File: src/design/wpe_pkg.sv
// ----------------------------------------------------------------------------
// wpe_pkg
// Shared codes, widths and controller/datapath handshake structs for the
// weighted pick block.
// ----------------------------------------------------------------------------
package wpe_pkg;

  // fixed field widths
  localparam int DRAW_BITS    = 17;
  localparam int FRAC_BITS    = 16;
  localparam int OP_BITS      = 2;
  localparam int STATUS_BITS  = 2;
  localparam int MUL_CNT_BITS = $clog2(DRAW_BITS + 1);

  // draw value for exactly one in q1.16
  localparam logic [DRAW_BITS-1:0] ONE_Q16 = 17'h10000;

  // operation codes
  localparam logic [OP_BITS-1:0] OP_CLEAR  = 2'd0;
  localparam logic [OP_BITS-1:0] OP_APPEND = 2'd1;
  localparam logic [OP_BITS-1:0] OP_PICK   = 2'd2;

  // result status codes
  localparam logic [STATUS_BITS-1:0] ST_OK   = 2'd0;
  localparam logic [STATUS_BITS-1:0] ST_NONE = 2'd1;
  localparam logic [STATUS_BITS-1:0] ST_FULL = 2'd2;
  localparam logic [STATUS_BITS-1:0] ST_ZERO = 2'd3;

  // commands from controller to datapath
  typedef struct packed {
    logic latch;       // capture input beat, reset sum pass
    logic clear;       // empty the table
    logic append;      // write new entry at the fill count
    logic sum_step;    // one step of the total pass
    logic mul_start;   // start draw * total
    logic mul_step;    // one bit of draw * total
    logic walk_start;  // reset the selection pass
    logic walk_step;   // one step of the selection pass
    logic res_load;    // load result id register
    logic res_pick;    // result id is the picked id (else zero)
  } wpe_cmd_t;

  // status from datapath to controller
  typedef struct packed {
    logic [OP_BITS-1:0] op;
    logic               w_zero;
    logic               full;
    logic               pass_done;
    logic               total_zero;
    logic               mul_done;
    logic               hit;
    logic               any;
  } wpe_sts_t;

endpackage

File: src/design/wpe_ctrl.sv
// ----------------------------------------------------------------------------
// wpe_ctrl
// Sequencer for clear, append and pick items; owns the result valid and
// status registers.
// ----------------------------------------------------------------------------
module wpe_ctrl (
  input  logic                             clk_i,
  input  logic                             rst_ni,
  input  logic                             in_valid_i,
  output logic                             in_ready_o,
  output logic                             out_valid_o,
  input  logic                             out_ready_i,
  output logic [wpe_pkg::STATUS_BITS-1:0]  out_status_o,
  input  wpe_pkg::wpe_sts_t                sts_i,
  output wpe_pkg::wpe_cmd_t                cmd_o
);
  import wpe_pkg::*;

  localparam logic [2:0] S_IDLE = 3'd0;
  localparam logic [2:0] S_EXEC = 3'd1;
  localparam logic [2:0] S_SUM  = 3'd2;
  localparam logic [2:0] S_MUL  = 3'd3;
  localparam logic [2:0] S_WALK = 3'd4;
  localparam logic [2:0] S_DONE = 3'd5;

  logic [2:0]             state_q, state_d;
  logic                   out_valid_q, out_valid_d;
  logic [STATUS_BITS-1:0] status_q, status_d;
  logic                   out_free;

  // result register can take a new beat
  assign out_free = !out_valid_q || out_ready_i;

  always_comb begin
    state_d     = state_q;
    out_valid_d = out_valid_q && !out_ready_i;
    status_d    = status_q;
    cmd_o       = '0;

    case (state_q)
      S_IDLE: begin
        if (in_valid_i) begin
          cmd_o.latch = 1'b1;
          state_d     = S_EXEC;
        end
      end
      // dispatch on the latched operation; clear, append and unused codes
      // finish here
      S_EXEC: begin
        if (sts_i.op == OP_PICK) begin
          state_d = S_SUM;
        end else if (out_free) begin
          out_valid_d  = 1'b1;
          status_d     = ST_OK;
          cmd_o.res_load = 1'b1;
          state_d      = S_IDLE;
          case (sts_i.op)
            OP_CLEAR: begin
              cmd_o.clear = 1'b1;
            end
            OP_APPEND: begin
              if (sts_i.w_zero) begin
                status_d = ST_ZERO;
              end else if (sts_i.full) begin
                status_d = ST_FULL;
              end else begin
                cmd_o.append = 1'b1;
              end
            end
            default: begin
              status_d = ST_OK;
            end
          endcase
        end
      end
      // first pass: total of eligible weights
      S_SUM: begin
        if (sts_i.pass_done) begin
          if (sts_i.total_zero) begin
            state_d = S_DONE;
          end else begin
            cmd_o.mul_start = 1'b1;
            state_d         = S_MUL;
          end
        end else begin
          cmd_o.sum_step = 1'b1;
        end
      end
      // draw * total, one bit per cycle
      S_MUL: begin
        if (sts_i.mul_done) begin
          cmd_o.walk_start = 1'b1;
          state_d          = S_WALK;
        end else begin
          cmd_o.mul_step = 1'b1;
        end
      end
      // second pass: first entry that reaches the threshold, else the last eligible
      S_WALK: begin
        if (sts_i.hit || sts_i.pass_done) begin
          state_d = S_DONE;
        end else begin
          cmd_o.walk_step = 1'b1;
        end
      end
      S_DONE: begin
        if (out_free) begin
          out_valid_d    = 1'b1;
          status_d       = sts_i.any ? ST_OK : ST_NONE;
          cmd_o.res_load = 1'b1;
          cmd_o.res_pick = sts_i.any;
          state_d        = S_IDLE;
        end
      end
      default: begin
        state_d = S_IDLE;
      end
    endcase
  end

  // control registers
  always_ff @(posedge clk_i or negedge rst_ni) begin
    if (!rst_ni) begin
      state_q     <= S_IDLE;
      out_valid_q <= 1'b0;
    end else begin
      state_q     <= state_d;
      out_valid_q <= out_valid_d;
    end
  end

  // result status payload
  always_ff @(posedge clk_i) begin
    status_q <= status_d;
  end

  assign in_ready_o   = (state_q == S_IDLE);
  assign out_valid_o  = out_valid_q;
  assign out_status_o = status_q;

endmodule

File: config.mk
export PLATFORM = sky130hd
export DESIGN_NAME = wpe_ctrl
export DESIGN_NICKNAME = d
export VERILOG_FILES = /design/src/design/wpe_pkg.sv /design/src/design/wpe_ctrl.sv
export SDC_FILE = /design/constraint.sdc
export NUM_CORES = 1
export LEC_CHECK = 0
export ABC_AREA = 1
export BUFFER_PORTS_ARGS = -buffer_cell sky130_fd_sc_hd__clkbuf_2
export CORE_AREA = 5 5 42 44
export CTS_CLUSTER_SIZE = 14
export DETAILED_ROUTE_END_ITERATION = 16
export DIE_AREA = 0 0 47 49
export GPL_TIMING_DRIVEN = 1
export PLACE_DENSITY = 0.72
export RECOVER_POWER = 50
export SLEW_MARGIN = 10
export SYNTH_ARGS = -nofsm -noshare
export SYNTH_HDL_FRONTEND = slang
export SYNTH_SLANG_ARGS = --single-unit
File: constraint.sdc
create_clock -name clk_i -period 3.12 [get_ports clk_i]
set_input_delay 0.936 -clock clk_i [delete_from_list [all_inputs] [get_ports clk_i]]
set_output_delay 0.936 -clock clk_i [all_outputs]
set_load 0.005 [all_outputs]
==> impl_results.md, run 1 <==
* Die Area at between 2000 and 2500 um2
* Multi-input logic area at between 200 and 250 um2
* Post-Layout Cell Count at 120
* Worst Setup Start Kind: input pin
* Final net count at between 100 and 150
* Synth warn at 0
* Vias at 551
* Post-synth EDFFs at 2
* Root buf cell: clkbuf_4
* Power Density at ~700 nW/um2
* Register share of total power at 0.327
* DR DRC count at 0
* Synth top cells by count: nand2_1, inv_1, nor2_1
* Critical Path Fanout Max at 5
* Worst Path Required at around 2.2 ns
* First-pass GRT wire length at 1725 um
* Crit path time final at between 2 and 3 ns
* DRT met1 WL at 489 um
* Setup slack at placement at 0.4915 ns
* CP arrival at 1.73 ns
* Crit Path Category: input pin to primary output
* Post-synth top area cell: dfrtp_1
* Clock network fraction of total power at 0.182
* Core footprint at about 1400 um2
* Fin Hold WS at about 0.50 ns
* Final GP Congestion at between 0.8 and 0.9
* Synth Cell Area at approximately 450 um2
* Pint at 0.2476 mW
* Status: finished, final reports clean
* Synth top area cells: dfrtp_1, nand2_1, edfxtp_1
* Post_cts resized at 0
* Routed wire length at between 1000 and 1500 um
* Overflow after GRT at 0
* Async S/R FF share, synth at 0.6667
* Most frequent cell after synthesis: nand2_1
* Initial Util at 0.3214
* DR WL met2 at slightly below 500 um
* WL met3 at between 100 and 150 um
* Peak VDD IR at between 0.3 and 0.4 mV
* RSZ-0062 raised after global routing: false
* Fin. Hold Viols at 0
* Post-CTS Setup Inserts at 0
* Worst Hold Class: input pin to async pin
* Die W at between 40 and 50 um
* Highest Clock Rate at roughly 370 MHz
* Hold_buf cts at 0
* Clock slew at reported path FFs at about 0.05 ns
* Worst skew pair latency at roughly 0.25 ns
* Fin. max-slew vios at 0
* Nature of the critical path endpoint: primary output
* Proportion of netlist area held by the largest area contributor at 0.2222
* Max Cap Viol at 0
* CTS sink count at 6
* H-tree Lvls at 1
* Ant. Diodes at 0
* # fillers at about 160
* Pin count of the biggest net entering global routing at 8
* Post-synthesis sequential area ratio at 0.3556
* I/O Buffers at 26
* All-Layer GR Usage at 0.1021
* Avg Cell Area, Syn at ~6.1 um2
* # rows at 14
* CTS buffer count at 3
* WL per Instance at just over 9 um
* Final setup TNS at 0 ns
* DRT iter0 DRCs at 3
* Initial antenna violation count at 0
* I/O pin count at 27
* First-pass DRT Iterations at 4
* Sequential cell area at 160.2 um2
* Syn nets at 87
* Tcrit/Tclk final at 0.8553
* Synthesis-stage register bit count at 6
* Vias in the first global route at roughly 480
* Mapped Cells at 74
* DR top layer: met4
* Bufs on Longest Clock Path at 2
* Dpl cells at approximately 120
* Synth-to-Final Area Change at 38.61%
* Logic pwr share at 0.491
* Final setup viols at 0
* Final worst setup slack at between 0.4 and 0.5 ns
* Synth Flop Type: dfrtp_1
* Max-slew headroom at 0.8112
* CTS tree: built
* Antenna Violating Nets Remaining at 0
* Sw power at 0.1876 mW
* Share of post-route cells with drive strength above 1 at 0.3173
* Tightest Pin Transition at 0.2807 ns
* Pleak at 0.3968 nW
* Total power at 0.4352 mW
* Vias per cell at about 4.6
* Netlist cell types at 12
* Dpl hpwl at a little under 1000 um
* Die H at approximately 49 um
* Worst Skew at 0.009006 ns
* Sw Share at 0.4310
[routing by layer]
layer / track usage / vias to the layer above
met1: 0.1281 / 230
met4: 0.04147 / 0
li1: - / 291
met3: 0.04797 / 2
met5: 0 / -
met2: 0.1471 / 28
[cell usage in the layout (no fill, tap or decap), drive strengths merged]
cell type  instances
dfrtp              4
nand3              9
a21oi              1
inv               15
clkbuf            30
nor4               2
nor2              17
o21ai              4
edfxtp             2
nand2             20
[state kept, by name, summed over array words and instances, names as in the netlist]
register,flops
state_q,3
out_valid_o,1
out_status_o,2
[power groups by stage]
stage / Clock [mW] / Sequential (mW) / Combinational, mW
finish: 0.0794 / 0.142 / 0.214
global route: 0.0913 / 0.147 / 0.248
CTS: 0.0829 / 0.142 / 0.219
detailed placement: 0 / 0.143 / 0.218
global placement: 0 / 0.142 / 0.216
floorplan: 0 / 0.140 / 0.141
[cells by family (layout without fill, tap and decap cells)]
logic type,Yosys count,in the layout,share of synthesized area
compound gates,5,5,0.05555
simple gates,48,48,0.4639
flops,6,6,0.3556
buf+inv,15,45,0.1250
[final timing paths]
kind / startpoint / to / slack [ns] / cells after the start
min in group clk_i: out_valid_o$_DFF_PN0_ / out_valid_o$_DFF_PN0_ / 0.59 / 2
worst min register to register: out_valid_o$_DFF_PN0_ / out_valid_o$_DFF_PN0_ / 0.59 / 2
worst min-delay path: rst_ni / state_q[0]$_DFFE_PN0P_ / 0.50 / 1
worst max register to register: state_q[1]$_DFFE_PN0P_ / out_status_o[0]$_DFFE_PP_ / 1.80 / 5
worst max-delay path: out_ready_i / cmd_o[8] / 0.45 / 6
max in group asynchronous: rst_ni / out_valid_o$_DFF_PN0_ / 2.43 / 1
[critical path, stage by stage]
cell,delay (ns)
clkbuf_2,0.07
inv_1,0.03
nand2_1,0.13
inv_1,0.11
nor4_1,0.28
clkbuf_2,0.17
[final cells by class]
cell class | instances | area share
multi-input cells | 53 | 0.3747
clock buffers | 4 | 0.04208
inverters | 15 | 0.09018
well taps | 16 | 0.03206
flip-flops and latches | 6 | 0.2565
repair buffers | 26 | 0.2044
[stage by stage]
stage	area (um2)	utilization
detailed placement	600.6	0.4286
finish	624.3	0.4455
CTS	626.9	0.4473
floorplan	450.4	-
global placement	600.6	0.4286
global route	624.3	0.4455
(Power assumes the default switching activity.)
==> run 2, diff against run 1 <==
MAX_ROUTING_LAYER = met4   (was default)
RECOVER_POWER = default   (was 50)
clock period = 2.8 ns   (was 3.12 ns; I/O delays follow)
==> impl_results.md, run 2 (synthesis results as in run 1) <==
* Tightest Pin Transition at 0.2694 ns (-0.01123 ns)
* I/O pin count at 27 (unchanged)
* First-pass GRT wire length at 1676 um (-2.8%)
* Tcrit/Tclk final at 0.8639
* Fin. Hold Viols at 0 (unchanged)
* Synth-to-Final Area Change at 39.17%
* Crit path time final at around 2.4 ns
* Final net count at 118 (unchanged)
* Worst skew pair latency at 0.25 ns (about the same)
* Highest Clock Rate at roughly 410 MHz
* I/O Buffers at 26 (unchanged)
* Final setup TNS at 0 ns (unchanged)
* Worst Path Required at 1.96 ns (-0.22 ns)
* Die H at 49 um (unchanged)
* Dpl hpwl at 972.8 um (-0.10%)
* Final Core Density at 0.4473 (+0.001785)
* WL per Instance at 9.250 um (-0.54%)
* Routed wire length at 1110 um (-0.54%)
* Max Cap Viol at 0 (unchanged)
* Nature of the critical path endpoint: primary output
* Antenna Violating Nets Remaining at 0 (unchanged)
* Final setup viols at 0 (unchanged)
* Largest register FFs at 3 (unchanged)
* Clock slew at reported path FFs at 0.05 ns (about the same)
* Die Area at 2303 um2 (unchanged)
* Vias per cell at 4.525 (-1.5%)
* Total power at 0.4845 mW (+11%)
* Die W at 47 um (unchanged)
* Pin count of the biggest net entering global routing at 8 (unchanged)
* Post-CTS Setup Inserts at 0 (unchanged)
* First-pass DRT Iterations at 4 (unchanged)
* All-Layer GR Usage at 0.1040 (+0.001872)
* Commonest non-fill, non-tap cells in the layout: clkbuf_2, nand2_1, inv_1
* Share of post-route cells with drive strength above 1 at 0.3365 (+0.01923)
* Ant. Diodes at 0 (unchanged)
* DRT iter0 DRCs at 8 (+5)
* Power Density at 772.9 nW/um2 (+11%)
* CTS tree: built
* # rows at 14 (unchanged)
* Worst Skew at 0.01064 ns (+0.001637 ns)
* CTS sink count at 6 (unchanged)
* Max-slew headroom at 0.8187 (+0.007555)
* Worst Hold Class: input pin to async pin
* CP arrival at 1.58 ns (-0.15 ns)
* # fillers at 163 (+2.5%)
* Bufs on Longest Clock Path at 2 (unchanged)
* Pleak at 0.4028 nW (+1.5%)
* Status: finished, final reports clean
* Critical Path Fanout Max at 5 (unchanged)
* DR DRC count at 0 (unchanged)
* Initial antenna violation count at 0 (unchanged)
* Reg with most FFs: state_q
* Final GP Congestion at 0.8609 (+1.6%)
* Most common cell after layout, fill and taps aside: clkbuf_2
* H-tree Lvls at 1 (unchanged)
* Peak VDD IR at 0.3221 mV (+7.2%)
* Crit Path Category: input pin to primary output
* Initial Util at 0.3214 (unchanged)
* Overflow after GRT at 0 (unchanged)
* Post_cts resized at 0 (unchanged)
* Worst Setup Start Kind: input pin
* Root buf cell: clkbuf_4
* Vias in the first global route at 463 (-2.5%)
* Fin. max-slew vios at 0 (unchanged)
* Hold_buf cts at 0 (unchanged)
* Core footprint at 1401 um2 (unchanged)
* CTS buffer count at 3 (unchanged)
* Vias at 543 (-1.5%)
* RSZ-0062 raised after global routing: false
-- run 2: changes by cell type in the layout (fill, tap and decap cells not counted) --
cell	before	now
clkbuf_2	24	26
clkbuf_1	3	1
-- run 2: stage by stage --
| stage | setup slack [ns] | std cells | area, um2 | hold slack, ns |
|---|---|---|---|---|
| after floorplan | 0.6294 | 74 | 450.4 | 0.5411 |
| after global placement | 0.4047 | 116 | 600.6 | 0.5628 |
| after detailed placement | 0.3843 | 116 | 600.6 | 0.5784 |
| after CTS | 0.3814 | 120 | 626.9 | 0.3796 |
| after global routing | 0.2605 | 120 | 626.9 | 0.3752 |
| final | 0.3812 | 120 | 626.9 | 0.3841 |
-- run 2: layout make-up --
cell class / instances / area (um2) / share of cell area
tap: 16 / 20.02 / 0.03194
inverter: 15 / 56.30 / 0.08982
timing repair buffer: 26 / 130.1 / 0.2076
multi-input combinational: 53 / 234.0 / 0.3733
clock buffer: 4 / 26.28 / 0.04192
sequential: 6 / 160.2 / 0.2555
-- run 2: routing by layer --
metal | track usage | routed length, um
met3 | 0.05535 | 159
met4 | 0.04147 | 14
met5 | - | 0
met2 | 0.1448 | 478
met1 | 0.1236 | 457
-- run 2: power breakdown --
group	total [mW]	leakage, nW	switching [mW]	internal (mW)
registers	0.158	0.0699	0.0293	0.129
clock network	0.0872	0.0150	0.0331	0.0541
logic	0.239	0.318	0.146	0.0935
total	0.484	0.403	0.208	0.276
-- run 2: worst paths after layout --
path / start / end / slack (ns) / cells after the start
worst max-delay path: out_ready_i / cmd_o[8] / 0.38 / 6
worst min-delay path: rst_ni / out_valid_o$_DFF_PN0_ / 0.38 / 1
worst min register to register: out_valid_o$_DFF_PN0_ / out_valid_o$_DFF_PN0_ / 0.59 / 2
worst max register to register: state_q[1]$_DFFE_PN0P_ / out_status_o[0]$_DFFE_PP_ / 1.47 / 5
min in group clk_i: out_valid_o$_DFF_PN0_ / out_valid_o$_DFF_PN0_ / 0.59 / 2
max in group asynchronous: rst_ni / state_q[0]$_DFFE_PN0P_ / 2.28 / 1
-- run 2: critical path, cell delays in order --
cell and delay, ns:
clkbuf_2 0.07, inv_1 0.03, nand2_1 0.12, inv_1 0.11, nor4_1 0.24, clkbuf_2 0.16
==> run 3, diff against run 2 <==
CORE_AREA = 2 2 39 41   (was 5 5 42 44)
DIE_AREA = 0 0 41 43   (was 0 0 47 49)
REMOVE_ABC_BUFFERS = 1   (was default)
==> impl_results.md, run 3 (synthesis results as in run 1) <==
* Status: finished, final reports clean
* Worst Setup Start Kind: input pin
* Synth-to-Final Area Change at 39.17% (unchanged)
* Tcrit/Tclk final at 0.8672 (+0.003299)
* Dpl cells at 116 (unchanged)
* Pleak at 0.4028 nW (unchanged)
* Final setup TNS at 0 ns (unchanged)
* Final Cell Area at 626.9 um2 (unchanged)
* Root buf cell: clkbuf_4
* Antenna Violating Nets Remaining at 0 (unchanged)
* Highest Clock Rate at 411.9 MHz (-0.38%)
* Worst Skew at 0.006527 ns (-0.004116 ns)
* Pint at 0.2762 mW (about the same)
* Sw Share at 0.4303 (+0.0006497)
* Clock slew at reported path FFs at 0.05 ns (about the same)
* Overflow after GRT at 0 (unchanged)
* Final net count at 118 (unchanged)
* Routed wire length at 1043 um (-6.0%)
* Share of post-route cells with drive strength above 1 at 0.3365 (unchanged)
* Peak VDD IR at 0.3360 mV (+4.3%)
* Max-slew headroom at 0.7873 (-0.03141)
* DR DRC count at 0 (unchanged)
* Post-DP Area at 600.6 um2 (unchanged)
* Vias at 543 (unchanged)
* H-tree Lvls at 1 (unchanged)
* Register share of total power at 0.326 (about the same)
* # rows at 14 (unchanged)
* Vias in the first global route at 398 (-14%)
* Most common cell after layout, fill and taps aside: clkbuf_2
* RSZ-0062 raised after global routing: false
* Critical Path Fanout Max at 5 (unchanged)
* Fin. max-slew vios at 0 (unchanged)
* Commonest non-fill, non-tap cells in the layout: clkbuf_2, nand2_1, inv_1
* Nature of the critical path endpoint: primary output
* Dpl hpwl at 891.3 um (-8.4%)
* Logic pwr share at 0.501 (+0.007)
* Post-Layout Cell Count at 120 (unchanged)
* Initial Util at 0.3255 (+0.004069)
* Multi-input logic area at 234.0 um2 (unchanged)
* Post-CTS Setup Inserts at 0 (unchanged)
* Post_cts resized at 0 (unchanged)
* Core footprint at 1384 um2 (-1.2%)
* CTS buffer count at 3 (unchanged)
* WL per Instance at 8.692 um (-6.0%)
* Pin count of the biggest net entering global routing at 8 (unchanged)
* Vias per cell at 4.525 (unchanged)
* Largest register FFs at 3 (unchanged)
* Crit Path Category: input pin to primary output
* Reg with most FFs: state_q
* Setup slack at placement at 0.3917 ns (+0.007319 ns)
* Power Density at 773.5 nW/um2 (about the same)
* Worst Path Required at 1.96 ns (about the same)
* Final worst setup slack at 0.3720 ns (-0.009238 ns)
* First-pass DRT Iterations at 4 (unchanged)
* I/O Buffers at 26 (unchanged)
* Final setup viols at 0 (unchanged)
* Crit path time final at 2.428 ns (+0.009238 ns)
* Max Cap Viol at 0 (unchanged)
* Worst skew pair latency at 0.24 ns (about the same)
* Bufs on Longest Clock Path at 2 (unchanged)
* Hold_buf cts at 0 (unchanged)
* Die Area at 1763 um2 (-23%)
* I/O pin count at 27 (unchanged)
* CP arrival at 1.59 ns (about the same)
* Final GP Congestion at 0.7856 (-8.7%)
* Die H at 43 um (-12%)
* First-pass GRT wire length at 1483 um (-12%)
* Die W at 41 um (-13%)
* Tightest Pin Transition at 0.3161 ns (+0.04668 ns)
* Initial antenna violation count at 0 (unchanged)
* Sequential cell area at 160.2 um2 (unchanged)
* Clock network fraction of total power at 0.172 (-0.008)
* CTS tree: built
* CTS sink count at 6 (unchanged)
* Worst Hold Class: input pin to async pin
* Fin. Hold Viols at 0 (unchanged)
* Sw power at 0.2086 mW (+0.23%)
* All-Layer GR Usage at 0.1275 (+0.02346)
* # fillers at 145 (-11%)
* Ant. Diodes at 0 (unchanged)
* DRT iter0 DRCs at 20 (+12)
==> run 3: cell type report <==
cell class	instances	share of cell area
clock buffers	4	0.04192
inverters	15	0.08982
multi-input cells	53	0.3733
flip-flops and latches	6	0.2555
well taps	16	0.03194
repair buffers	26	0.2076
==> run 3: stage by stage <==
| step | hold slack, ns | total power, mW | util |
|---|---|---|---|
| after floorplan | 0.5411 | 0.3129 | - |
| after global placement | 0.5615 | 0.3982 | 0.4340 |
| after detailed placement | 0.5925 | 0.4030 | 0.4340 |
| after CTS | 0.3930 | 0.4891 | 0.4530 |
| after global routing | 0.3971 | 0.5351 | 0.4530 |
| final | 0.3966 | 0.4849 | 0.4530 |
==> run 3: per-layer routing <==
metal / GRT usage / wire length [um]
met3: 0.06806 / 97
met5: - / 0
met4: 0.02000 / 0
met1: 0.1480 / 490
met2: 0.1938 / 455
==> run 3: worst max-delay path, stage by stage <==
cell and delay, ns:
clkbuf_2 0.07, inv_1 0.03, nand2_1 0.13, inv_1 0.13
nor4_1 0.24, clkbuf_2 0.15
==> run 3: power groups by stage <==
stage	sequential (mW)	clock [mW]	combinational (mW)
floorplan	0.156	0	0.157
global placement	0.159	0	0.239
detailed placement	0.160	0	0.243
CTS	0.159	0.0865	0.244
global route	0.163	0.0913	0.281
finish	0.158	0.0836	0.243
==> run 3: path summary, 6_finish.rpt <==
check / startpoint / depth (start not counted) / to / slack [ns]
worst min-delay path: rst_ni / 1 / out_valid_o$_DFF_PN0_ / 0.40
min in group clk_i: out_valid_o$_DFF_PN0_ / 2 / out_valid_o$_DFF_PN0_ / 0.61
max in group asynchronous: rst_ni / 1 / state_q[2]$_DFFE_PN0P_ / 2.27
worst max-delay path: out_ready_i / 6 / cmd_o[8] / 0.37
worst min register to register: out_valid_o$_DFF_PN0_ / 2 / out_valid_o$_DFF_PN0_ / 0.61
worst max register to register: state_q[1]$_DFFE_PN0P_ / 5 / out_status_o[1]$_SDFFCE_PP0P_ / 1.45
